$ cat src/design/mrtu_pkg.sv
// Shared types, codes and the byte-wide CRC step for the Modbus RTU frame checker.
`timescale 1ns / 1ps

package mrtu_pkg;

    localparam logic [15:0] CRC_INIT            = 16'hFFFF;
    localparam logic [15:0] CRC_POLY            = 16'hA001;
    localparam int          MIN_FRAME_BYTES     = 4;
    localparam logic [7:0]  BROADCAST_ADDR      = 8'h00;
    localparam logic [7:0]  OWN_ADDR_RESET      = 8'h01;
    localparam logic [7:0]  FUNC_READ_HOLDING   = 8'h03;
    localparam logic [7:0]  FUNC_WRITE_MULTIPLE = 8'h10;

    localparam logic [2:0] ST_OK    = 3'd0;
    localparam logic [2:0] ST_SHORT = 3'd1;
    localparam logic [2:0] ST_CRC   = 3'd2;
    localparam logic [2:0] ST_ADDR  = 3'd3;
    localparam logic [2:0] ST_LONG  = 3'd4;

    localparam logic [1:0] KIND_READ_HOLDING   = 2'd0;
    localparam logic [1:0] KIND_WRITE_MULTIPLE = 2'd1;
    localparam logic [1:0] KIND_OTHER          = 2'd2;

    typedef struct packed {
        logic [7:0] rx_byte;
        logic       frame_end;
    } t_in_word;

    typedef struct packed {
        logic [2:0] frame_status;
        logic [7:0] slave_address;
        logic [7:0] function_code;
        logic [1:0] request_kind;
        logic       is_broadcast;
    } t_out_word;

    function automatic logic [15:0] crc_feed(input logic [15:0] acc, input logic [7:0] b);
        logic [15:0] a;
        a = acc ^ {8'h00, b};
        for (int k = 0; k < 8; k++) begin
            if (a[0]) begin
                a = (a >> 1) ^ CRC_POLY;
            end else begin
                a = a >> 1;
            end
        end
        return a;
    endfunction

endpackage

$ cat src/design/mrtu_frame_track.sv
// Per-frame state: CRC, two-byte delay, byte count, captured header and the verdict.
`timescale 1ns / 1ps

module mrtu_frame_track
    import mrtu_pkg::*;
#(
    parameter int MAX_FRAME_BYTES = 256
) (
    input  logic       i_clk,
    input  logic       i_rst_n,
    input  logic       i_accept,
    input  t_in_word   i_in_word,
    input  logic       i_cfg_we,
    input  logic [7:0] i_cfg_wdata,
    output t_out_word  o_result
);

    localparam int CNT_W = $clog2(MAX_FRAME_BYTES + 1);
    localparam logic [CNT_W-1:0] CntMax   = CNT_W'(MAX_FRAME_BYTES);
    localparam logic [CNT_W-1:0] CntShort = CNT_W'(MIN_FRAME_BYTES - 1);
    localparam logic [CNT_W-1:0] CntOne   = CNT_W'(1);
    localparam logic [CNT_W-1:0] CntTwo   = CNT_W'(2);

    logic [7:0]       r_own_addr;
    logic [15:0]      r_crc;
    logic [7:0]       r_held0;
    logic [7:0]       r_held1;
    logic [CNT_W-1:0] r_count;
    logic [7:0]       r_addr;
    logic [7:0]       r_func;

    logic [7:0]  addr_cur;
    logic [7:0]  func_cur;
    logic [15:0] crc_cur;
    logic [15:0] rx_crc;
    logic [2:0]  status;
    logic [1:0]  kind;

    always_comb begin
        addr_cur = r_addr;
        func_cur = r_func;
        if (r_count == '0) begin
            addr_cur = i_in_word.rx_byte;
            func_cur = 8'h00;
        end else if (r_count == CntOne) begin
            func_cur = i_in_word.rx_byte;
        end
        crc_cur = (r_count >= CntTwo) ? crc_feed(r_crc, r_held0) : r_crc;
        rx_crc  = {i_in_word.rx_byte, r_held1};

        if (r_count < CntShort) begin
            status = ST_SHORT;
        end else if (r_count == CntMax) begin
            status = ST_LONG;
        end else if (crc_cur != rx_crc) begin
            status = ST_CRC;
        end else if (addr_cur != r_own_addr && addr_cur != BROADCAST_ADDR) begin
            status = ST_ADDR;
        end else begin
            status = ST_OK;
        end

        if (func_cur == FUNC_READ_HOLDING) begin
            kind = KIND_READ_HOLDING;
        end else if (func_cur == FUNC_WRITE_MULTIPLE) begin
            kind = KIND_WRITE_MULTIPLE;
        end else begin
            kind = KIND_OTHER;
        end

        o_result.frame_status  = status;
        o_result.slave_address = addr_cur;
        o_result.function_code = func_cur;
        o_result.request_kind  = kind;
        o_result.is_broadcast  = (addr_cur == BROADCAST_ADDR);
    end

    always_ff @(posedge i_clk) begin
        if (!i_rst_n) begin
            r_own_addr <= OWN_ADDR_RESET;
        end else if (i_cfg_we) begin
            r_own_addr <= i_cfg_wdata;
        end
    end

    always_ff @(posedge i_clk) begin
        if (!i_rst_n) begin
            r_crc   <= CRC_INIT;
            r_held0 <= 8'h00;
            r_held1 <= 8'h00;
            r_count <= '0;
            r_addr  <= 8'h00;
            r_func  <= 8'h00;
        end else if (i_accept) begin
            if (i_in_word.frame_end) begin
                r_crc   <= CRC_INIT;
                r_held0 <= 8'h00;
                r_held1 <= 8'h00;
                r_count <= '0;
                r_addr  <= 8'h00;
                r_func  <= 8'h00;
            end else begin
                r_crc   <= crc_cur;
                r_held0 <= r_held1;
                r_held1 <= i_in_word.rx_byte;
                r_addr  <= addr_cur;
                r_func  <= func_cur;
                if (r_count != CntMax) begin
                    r_count <= r_count + CntOne;
                end
            end
        end
    end

endmodule

$ cat src/design/modbus_rtu_frame_checker_unit.sv
// Modbus RTU frame checker top level: frame tracking and a two-entry output buffer.
// Throughput: one byte word accepted every cycle while the input is not stalled; the CRC step is combinational.
// The verdict word is registered into the output entry, or into the second entry while the first is held.
// The input stalls only while both output entries hold unread verdicts.
// Reset (synchronous, active low) restarts the frame, sets own address to 1, empties output.
`timescale 1ns / 1ps

module modbus_rtu_frame_checker_unit
    import mrtu_pkg::*;
#(
    parameter int MAX_FRAME_BYTES = 256
) (
    input  logic       i_clk,
    input  logic       i_rst_n,
    input  logic       i_in_valid,
    input  t_in_word   i_in_word,
    output logic       o_in_stall,
    output logic       o_out_valid,
    output t_out_word  o_out_word,
    input  logic       i_out_stall,
    input  logic       i_cfg_we,
    input  logic [7:0] i_cfg_wdata
);

    logic      r_out_valid;
    t_out_word r_out_word;
    logic      r_skid_valid;
    t_out_word r_skid_word;

    logic      in_accept;
    logic      out_take;
    logic      new_result;
    t_out_word result;

    assign in_accept  = i_in_valid && !r_skid_valid;
    assign new_result = in_accept && i_in_word.frame_end;
    assign out_take   = r_out_valid && !i_out_stall;

    mrtu_frame_track #(
        .MAX_FRAME_BYTES(MAX_FRAME_BYTES)
    ) u_track (
        .i_clk      (i_clk),
        .i_rst_n    (i_rst_n),
        .i_accept   (in_accept),
        .i_in_word  (i_in_word),
        .i_cfg_we   (i_cfg_we),
        .i_cfg_wdata(i_cfg_wdata),
        .o_result   (result)
    );

    always_ff @(posedge i_clk) begin
        if (!i_rst_n) begin
            r_out_valid  <= 1'b0;
            r_skid_valid <= 1'b0;
        end else if (out_take || !r_out_valid) begin
            if (r_skid_valid) begin
                r_out_valid  <= 1'b1;
                r_skid_valid <= 1'b0;
            end else begin
                r_out_valid <= new_result;
            end
        end else if (new_result) begin
            r_skid_valid <= 1'b1;
        end
    end

    always_ff @(posedge i_clk) begin
        if (out_take || !r_out_valid) begin
            if (r_skid_valid) begin
                r_out_word <= r_skid_word;
            end else if (new_result) begin
                r_out_word <= result;
            end
        end else if (new_result) begin
            r_skid_word <= result;
        end
    end

    assign o_in_stall  = r_skid_valid;
    assign o_out_valid = r_out_valid;
    assign o_out_word  = r_out_word;

endmodule
$ cat config.mk
export PLATFORM = sky130hd
export DESIGN_NAME = modbus_rtu_frame_checker_unit
export DESIGN_NICKNAME = d
export VERILOG_FILES = /design/src/design/mrtu_pkg.sv /design/src/design/mrtu_frame_track.sv /design/src/design/modbus_rtu_frame_checker_unit.sv
export SDC_FILE = /design/constraint.sdc
export NUM_CORES = 1
export LEC_CHECK = 0
export ABC_AREA = 1
export BUFFER_PORTS_ARGS = -buffer_cell sky130_fd_sc_hd__buf_4
export CORE_AREA = 2 2 137 139
export CTS_CLUSTER_SIZE = 16
export DETAILED_ROUTE_END_ITERATION = 6
export DIE_AREA = 0 0 139 141
export PLACE_DENSITY = 0.52
export SYNTH_ARGS = -nofsm -noshare
export SYNTH_HDL_FRONTEND = slang
export SYNTH_SLANG_ARGS = --single-unit
$ cat constraint.sdc
create_clock -name i_clk -period 5.6 [get_ports i_clk]
set_clock_uncertainty 0.1 [all_clocks]
set_input_delay 0 -clock i_clk [delete_from_list [all_inputs] [get_ports i_clk]]
set_output_delay 0 -clock i_clk [all_outputs]
set_load 0.03 [all_outputs]
* Yosys cells after proc, flatten, opt, wreduce, memory -nomap -nowiden
Index checks and enable logic that the tools add are counted.
Operators by class: add/sub/neg operators 1, multiply operators 0, div/mod/pow operators 0, order comparisons 2, equal/unequal tests 7, shift-type cells 0, multiplexer cells 28, bitwise logic cells 11, reductions and logical operators 17
Operators by type and width (count):
- two-way mux 16 bit | 10
- two-way mux 8 bit | 7
- two-way mux 22 bit | 2
- NOT 2 -> 3 bit | 8
- two-way mux 9 bit | 2
- inequality test 16 bit | 1
- bitwise XOR 16 x 8 -> 16 bit | 1
- adder 9 x 1 -> 9 bit, second input constant | 1
- == test 9 x 1 -> 1 bit, second input constant | 1
- == test 9 bit, second input constant | 1
- >= comparator 9 x 2 -> 1 bit, second input constant | 1
- zero test 9 bit | 1
- < comparator 9 x 2 -> 1 bit, second input constant | 1
- two-way mux 3 bit | 3
- inequality test 9 bit, second input constant | 1
- == test 8 x 2 -> 1 bit, second input constant | 1
- == test 8 x 5 -> 1 bit, second input constant | 1
- zero test 8 bit | 1
- inequality test 8 bit | 1
- nonzero test 8 bit | 1
- two-way mux 2 bit | 3
- AND reduction 2 bit | 3
- logical AND 1 bit | 4
- nonzero test 2 bit | 2
- 5 further kinds | 8
Storage, ports and cells: flip-flop bits (word level) 111, bits in latches 0, bits in writable memories 0, ROM bits 0, output and inout bits 24, word-level logic and storage cells 85, memories kept 0

* Logic depth before layout (Yosys ltp)
Gate-level depths: netlist (run 1).
depth after elaboration 24, gate-level depth with buffers 21, mapped depth without buffers 21

* Hierarchy
From an unflattened synthesis (run 1), not the netlist that was laid out.
Second synthesis, totals: cells, all modules 755, area, all modules 5704.2 sq um
By module, submodules not included:
- mrtu_frame_track | times used 1, cells each 624, area an instance 3945.0 sq um, sequential area each 1301.2 sq um
- modbus_rtu_frame_checker_unit | times used 1, cells each 131, area an instance 1759.2 sq um, sequential area each 1361.3 sq um

* Worst setup path after synthesis (run 1)
Ideal clock, no wire load.
path type register to register, start point reg r_skid_valid, in the netlist o_in_stall, end point reg r_out_word (netlist bit o_out_word[0]) (enable), arrival 2002 ps, slack 3090 ps, stages on the path, launching flop included 4, buffers on the path 1, cells stage by stage dfxtp_1 -> clkbuf_1 -> a21oi_1 -> a21oi_1
Between the ends: word-level cells in the longest chain between the ends 5
RTL lines:
- start: declaration | RTL line modbus_rtu_frame_checker_unit.sv:27 | logic r_skid_valid;
- start signal: assignment | RTL line modbus_rtu_frame_checker_unit.sv:54 | r_skid_valid <= 1'b0;
- start signal: assignment | RTL line modbus_rtu_frame_checker_unit.sv:58 | r_skid_valid <= 1'b0;
- start signal: assignment | RTL line modbus_rtu_frame_checker_unit.sv:63 | r_skid_valid <= 1'b1;
- zero test 1 bit | RTL line modbus_rtu_frame_checker_unit.sv:35 | assign in_accept = i_in_valid && !r_skid_valid;
- logical AND 1 bit | RTL line modbus_rtu_frame_checker_unit.sv:35
- logical AND 1 bit | RTL line modbus_rtu_frame_checker_unit.sv:36 | assign new_result = in_accept && i_in_word.frame_end;
- nonzero test 2 bit (no source line) *
- AND reduction 2 bit (no source line) *
- end signal: assignment | RTL line modbus_rtu_frame_checker_unit.sv:70 | r_out_word <= r_skid_word;
- end signal: assignment | RTL line modbus_rtu_frame_checker_unit.sv:72 | r_out_word <= result;
- end: declaration | RTL line modbus_rtu_frame_checker_unit.sv:26 | t_out_word r_out_word;
Every way passes the cells marked *; elsewhere a longest branch is shown, timed or not. A chain may end at the register's enable or synchronous reset.

* Final worst setup path (run 1)
start point reg r_skid_valid, in the netlist o_in_stall, end point reg u_track.r_count[8]
Between the ends: word-level cells in the longest chain between the ends 3
RTL lines:
- zero test 1 bit | RTL line modbus_rtu_frame_checker_unit.sv:35
- logical AND 1 bit | RTL line modbus_rtu_frame_checker_unit.sv:35
- AND reduction 2 bit (no source line)
- end signal: assignment | RTL line mrtu_frame_track.sv:109 | r_count <= r_count + CntOne;
- end: declaration | RTL line mrtu_frame_track.sv:28 | logic [CNT_W-1:0] r_count;
No other way between the ends.

==> results of run 1 <==
-- logic make-up after synthesis --
| kind of cell | count (synthesis) | share of synthesized area |
|---|---|---|
| XOR/XNOR | 14 | 0.02218 |
| AO/OA/AOI/OAI | 113 | 0.1141 |
| flip-flops | 111 | 0.4816 |
| adder cells (fa/ha/maj) | 4 | 0.009052 |
| buffers and inverters | 104 | 0.07490 |
| AND/OR/NAND/NOR | 385 | 0.2983 |
-- cell type report --
type,instances,area share
clock buffer,10,0.03400
sequential,111,0.3953
tap,234,0.04347
clock inverter,6,0.006688
timing repair buffer,86,0.1092
inverter,81,0.04514
multi-input combinational,516,0.3662
-- registers in the layout, summed over array words and instances, names as in the netlist, 8 cells and up --
register and flops:
o_out_word 22, r_skid_word 22, u_track.r_addr 8, u_track.r_count 9
u_track.r_crc 16, u_track.r_func 8, u_track.r_held0 8, u_track.r_held1 8
u_track.r_own_addr 8
-- worst max-delay path by stage --
stage / startpoint / to / slack, ns / cells past startpoint
floorplan: o_in_stall / o_out_word[0] / 3.09 / 3
global placement: o_in_stall / u_track.r_count[8] / 2.12 / 10
detailed placement: o_in_stall / u_track.r_count[8] / 2.03 / 10
CTS: o_in_stall / u_track.r_count[8] / 2.01 / 10
global route: o_in_stall / u_track.r_count[8] / 1.63 / 10
finish: o_in_stall / u_track.r_count[8] / 2.13 / 10
-- power by group through the flow --
| stage | registers, mW | clock network (mW) | logic, mW |
|---|---|---|---|
| finish | 0.885 | 0.618 | 0.265 |
| global route | 0.888 | 0.667 | 0.300 |
| CTS | 0.885 | 0.639 | 0.267 |
| detailed placement | 0.904 | 0 | 0.246 |
| global placement | 0.904 | 0 | 0.245 |
| floorplan | 0.917 | 0 | 0.155 |
-- synth_stat cells (2+ instances only) --
cell type	number	area [sq um]
dfxtp_1	67	1341
nand2_1	266	998.5
o21ai_2	4	35.03
buf_6	3	33.78
ha_1	4	50.05
edfxtp_1	44	1321
nand3b_1	8	60.06
clkinv_1	3	11.26
nand4_1	7	43.79
nand3_4	2	35.03
inv_1	73	274.0
xor2_1	12	105.1
nor2_1	50	187.7
xnor2_1	2	17.52
nand3_2	2	20.02
o21ai_1	11	55.05
clkbuf_1	18	67.56
inv_2	5	18.77
nand3_1	26	130.1
nand2_2	3	18.77
a31oi_1	2	12.51
a21oi_1	49	245.2
nor3_1	12	60.06
nor2_4	2	22.52
o211ai_1	12	90.09
o21ai_0	32	160.2
-- cell usage in the layout, fill, tap and decap left out, drive strengths merged --
cell type    count
nand2          270
inv             81
dfxtp           67
nor2            54
buf             50
a21oi           49
o21ai           48
edfxtp          44
dlygate4sd3     36
nand3           30
nor3            13
xor2            12
o211ai          12
clkbuf          10
nand3b           8
nand4            7
clkinv           6
ha               4
xnor2            2
a31oi            2
nor4             2
or2              1
o31ai            1
a221oi           1
-- metrics by stage --
stage | cells | hold WS, ns | total power [mW] | worst slack, ns
CTS | 1044 | 0.3642 | 1.791 | 2.007
finish | 1044 | 0.3646 | 1.767 | 2.130
global placement | 992 | 0.1135 | 1.149 | 2.115
detailed placement | 992 | 0.1149 | 1.150 | 2.032
floorplan | 731 | 0.02214 | 1.071 | 3.090
global route | 1044 | 0.3810 | 1.855 | 1.634
-- worst max-delay path, delay by kind of cell (launching register included) --
family / cells / cell delay [ns]
AND/OR/NAND/NOR: 3 / 0.61
flip-flops: 1 / 0.31
AO/OA/AOI/OAI: 2 / 0.32
buffers and inverters: 5 / 2.04
-- metal layers --
layer / vias to the layer above / track usage
met2: 54 / 0.2497
met5: - / 0
li1: 2519 / -
met1: 2193 / 0.1944
met3: 13 / 0.01970
met4: 0 / 0.05369
-- what timing repair did --
item,4_1_cts,5_1_grt
setup endpoints to repair,0,0
resized for setup,0,0
hold buffers,36,0
hold endpoints to repair,30,0
==> impl_results.md, run 1 <==
* Worst path arrival time at between 3 and 4 ns
* Worst r2r src: o_in_stall
* Final instance area at 0.006735 sq mm
* Final setup fails at 0
* Final hold vios at 0
* Nets at a little over 800
* Die H at around 140 microns
* Post-synth cell types at 38
* YS warnings at 0
* Crit path kind: flip-flop to flip-flop
* Clock transition at path regs at roughly 0.08 ns
* Sequential share of power at 0.501
* Die area at about 0.020 sq mm
* Gr usage total at 0.1478
* Area of the multi-input gates at 0.002466 sq mm
* PwrDens at 262.4 mW/mm^2
* Initial Util at 0.3027
* Reg2Reg Capture Point: u_track.r_count[8]
* CP Cell Sequence: buf_4 > clkinv_1 > nand2_1 > buf_4 > inv_1 > nand2_1 > nand2_1 > inv_1 > o21ai_0 > a21oi_1
* Max-cap violations at 0
* Max Fclk at 288.2 MHz
* Metal2 WL at ~6700 microns
* DRC Markers at 0
* Final min period at around 3.5 ns
* Flop-to-flop setup slack at about 2.1 ns
* Initial antenna violation count at 0
* Die X-Extent at between 100 and 150 microns
* Register area share after synthesis at 0.4816
* Worst relative slew slack at 0.4273
* TritonCTS clock tree: done
* Via count at about 4800
* R2R cell count at 10
* Number of diodes at 0
* Total Wirelength at approximately 14000 microns
* Maximum number of pins on one net before global-route repair at 49
* Synthesized Nets at 757
* Uppermost routed layer: met4
* Post-synthesis instance total at about 730
* Clk_lat worst skew at roughly 0.36 ns
* FF/Latch Area at between 0.002 and 0.003 sq mm
* Min-delay src: u_track.r_count[2]
* Mean Syn Cell Area at between 7 and 8 sq um
* Hold Path Stages at 1
* DP Wirelength at ~10000 microns
* Worst Setup End Kind: flip-flop
* # fillers at approximately 1900
* Req. time, crit path at 5.78 ns
* Status: completed
* IO Pins at 46
* Worst Hold Class: flip-flop to flip-flop
* Clock tree buffer depth at 2
* Setup Buffers After CTS at 0
* H-tree Lvls at 3
* Final period util at 0.6197
* Layout area overhead at 21.81%
* Logic pwr share at 0.150
* CTS Buf Count at 9
* Number of port buffers at 45
* Crit-path max cell delay at approximately 0.48 ns
* Least-Margin Pin Slew at between 0.8 and 0.9 ns
* DRT Pass-1 Iters at 4
* Async S/R FF share, synth at 0
* First-pass GRT wire length at between 20000 and 25000 microns
* Share of layout cells above drive strength 1 at 0.1136
* GP Congestion at 0.8018
* Post-synth EDFFs at 44
* Clock Power Share at 0.350
* CP startpoint kind: flip-flop
* Int Power at 1.272 mW
* Hold Path End: u_track.r_count[2]
* Starting DRT DRC Count at between 200 and 300
* Leak pwr at 2.856 nW
* Util after Layout at 0.3687
* RSZ-0062 raised after global routing: no
* Core area at about 0.018 sq mm
* CP max stage cell: inv_1
* Via density at approximately 4.6
* Worst Path Max Fanout at 48
* M1 wire length at 6774 microns
* Ys flop type: dfxtp_1
* Switching Share at 0.2805
* Most used cell, CP: nand2_1
* Dpl cell area at between 0.006 and 0.007 sq mm
* Clk root buf: clkbuf_16
* Row count at 50
* Register bit count reported by yosys at between 100 and 150
* CTS sink cnt at ~110
* Drt wl/cell at 13.45 microns
* Vias in the first global route at about 4500
* Max Transition Viols Final at 0
* Grt total ovfl at 0
* Peak VDD IR at roughly 140 uV
* Synth Cell Area at 0.005529 sq mm
* Routed wl met3 at 375 microns
* Post-route setup TNS at 0 ns
* Net switching power at 495.7 uW
* Routed Antenna Nets at 0
Power figures use the tool's default switching activity.
==> inputs of run 2 (changes only) <==
==> constraint.sdc (replaced) <==
create_clock -name i_clk -period 3.62 [get_ports i_clk]
set_clock_uncertainty 0.1 [all_clocks]
set_input_delay 0 -clock i_clk [delete_from_list [all_inputs] [get_ports i_clk]]
set_output_delay 0 -clock i_clk [all_outputs]
set_load 0.03 [all_outputs]
==> run 2 against run 1 <==
Effect of this change: utilization grew 0.096 points; clock power grew 65%; design area is 0.26% higher; final cell count unchanged; global-route usage grew 0.20 points; combinational power grew 55%; largest power group unchanged; sequential share of layout area decreased by 0.10 points; wire length increased by 2.2%; first-iteration DRC count increased by 0.37%; die area unchanged.
==> impl_results.md, run 2 (synthesized netlist as in run 1, its figures left out) <==
* Final instance area at 0.006753 sq mm
* Clock transition at path regs at roughly 0.080 ns
* Drt wl/cell at approximately 14 microns
* Most used cell, CP: nand2_1
* CP max stage cell: dfxtp_1
* Crit-path max cell delay at ~0.41 ns
* Min-delay src: i_in_valid
* Max-cap violations at 0
* Number of port buffers at 45
* Clk_lat worst skew at 0.36 ns
* Nets at 831
* IO Pins at 46
* Worst path arrival time at ~2.8 ns
* Die area at a little under 0.02 sq mm
* Share of layout cells above drive strength 1 at 0.1160
* Hold Path Stages at 3
* Post-route setup TNS at 0 ns
* Leak pwr at 2.869 nW
* Via count at 4787
* Core area at about 0.018 sq mm
* Routed Antenna Nets at 0
* Crit path kind: flip-flop to flip-flop
* Grt total ovfl at 0
* Dpl cell area at 0.006103 sq mm
* Final period util at 0.7636
* DRC Markers at 0
* Gr usage total at 0.1498
* Final hold vios at 0
* Max Fclk at approximately 360 MHz
* Commonest non-fill, non-tap cell in the layout: nand2_1
* Initial Util at 0.3027
* Initial antenna violation count at 0
* Die H at 141 microns
* Max Transition Viols Final at 0
* Vias in the first global route at 4579
* CTS sink cnt at 111
* PwrDens at between 400 and 500 mW/mm^2
* Hold Path End: o_in_stall
* Util after Layout at 0.3697
* Least-Margin Pin Slew at 0.6331 ns
* Clock tree buffer depth at 2
* CP startpoint kind: flip-flop
* Bufs and invs on worst path at 2
* DRT Pass-1 Iters at 6
* TritonCTS clock tree: done
* GP Congestion at 0.7899
* Req. time, crit path at 3.64 ns
* Number of diodes at 0
* CP Cell Sequence: inv_1 > ha_1 > nor2_4 > nand3_4 > nand2_1 > nand2_1 > nand2_1 > nand2_1 > nor2_1 > nand2_1 > nor2_1 > nand2_1 > inv_1 > nand2_1 > nor2_2 > nand3_1 > nand3_1 > nand2_1
* Clk root buf: clkbuf_16
* Worst r2r src: u_track.r_count[0]
* Worst Path Max Fanout at 24
* R2R cell count at 18
* Via density at between 4 and 5
* Most frequent cells in the layout: nand2_1, inv_1, dfxtp_1, buf_4
* Total Wirelength at approximately 14000 microns
* Status: completed
* # fillers at ~1900
* Worst Hold Class: primary input to flip-flop
* Final setup fails at 0
* Top delay family on crit path: simple AND/OR/NAND/NOR gates
* CTS Buf Count at 9
* Final min period at around 2.8 ns
* Worst relative slew slack at 0.5747
* Peak VDD IR at about 230 uV
* First-pass GRT wire length at about 23000 microns
* Worst Setup End Kind: flip-flop
* Reg2Reg Capture Point: o_out_word[20]
* RSZ-0062 raised after global routing: no
* Setup Buffers After CTS at 0
* H-tree Lvls at 3
* Die X-Extent at about 140 microns
* Maximum number of pins on one net before global-route repair at 48
* Layout area overhead at 22.13%
* Row count at 50
* Starting DRT DRC Count at roughly 270
* DP Wirelength at between 9000 and 10000 microns
* Tot Pwr at around 2.8 mW
* Flop-to-flop setup slack at 0.86 ns
[run 2: changes by cell type in the layout (fill, tap and decap cells not counted), sizes merged]
cell	change
buf	+1
clkinv	-1
dlygate4sd3	-1
inv	+1
[run 2: final cells by class]
class,instances,area (sq um),area share
Clock buffer,10,239.0,0.03539
Inverter,81,304.0,0.04503
Clock inverter,6,60.06,0.008894
Tap cell,234,292.8,0.04336
Sequential cell,111,2663,0.3943
Multi-Input combinational cell,516,2461,0.3645
Timing Repair Buffer,86,733.2,0.1086
[run 2: tightest hold or removal path: cells and delay by family]
kind	cells	cell delay, ns
AO/OA/AOI/OAI	1	0.10
buffers and inverters	1	0.09
AND/OR/NAND/NOR	1	0.20
[run 2: power by group]
group	internal, mW	total, mW	switching (mW)
logic	0.149	0.411	0.262
registers	1.34	1.37	0.0261
clock network	0.507	1.02	0.515
[run 2: worst max-delay path by stage]
stage	startpoint	endpoint	depth (start not counted)
after floorplan	o_in_stall	o_out_word[0]	3
after global placement	u_track.r_count[0]	o_out_word[20]	18
after detailed placement	u_track.r_count[0]	o_out_word[20]	18
after CTS	u_track.r_count[0]	o_out_word[20]	18
after global routing	u_track.r_count[0]	o_out_word[20]	18
final	u_track.r_count[0]	o_out_word[20]	18
[run 2: per-layer routing]
metal,track usage,up-vias,share of wire
met1,0.1894,2179,0.48
met5,0,-,0
met2,0.2621,82,0.48
met3,0.02785,15,0.033
li1,-,2511,-
met4,0.04306,0,0.012
[run 2: stage by stage]
step	setup WS, ns	cells	hold slack [ns]
2_1_floorplan	1.110	731	0.02214
3_3_place_gp	0.9541	993	0.1243
3_5_place_dp	0.8826	993	0.1280
4_1_cts	0.8683	1044	0.01057
5_1_grt	0.5616	1044	0.02917
6_report	0.8559	1044	0.006438
[run 2: what timing repair did]
item                                   in CTS  in global routing
resized for setup                           0                  0
endpoints found under the hold margin      24                  0
hold buffers                               35                  0
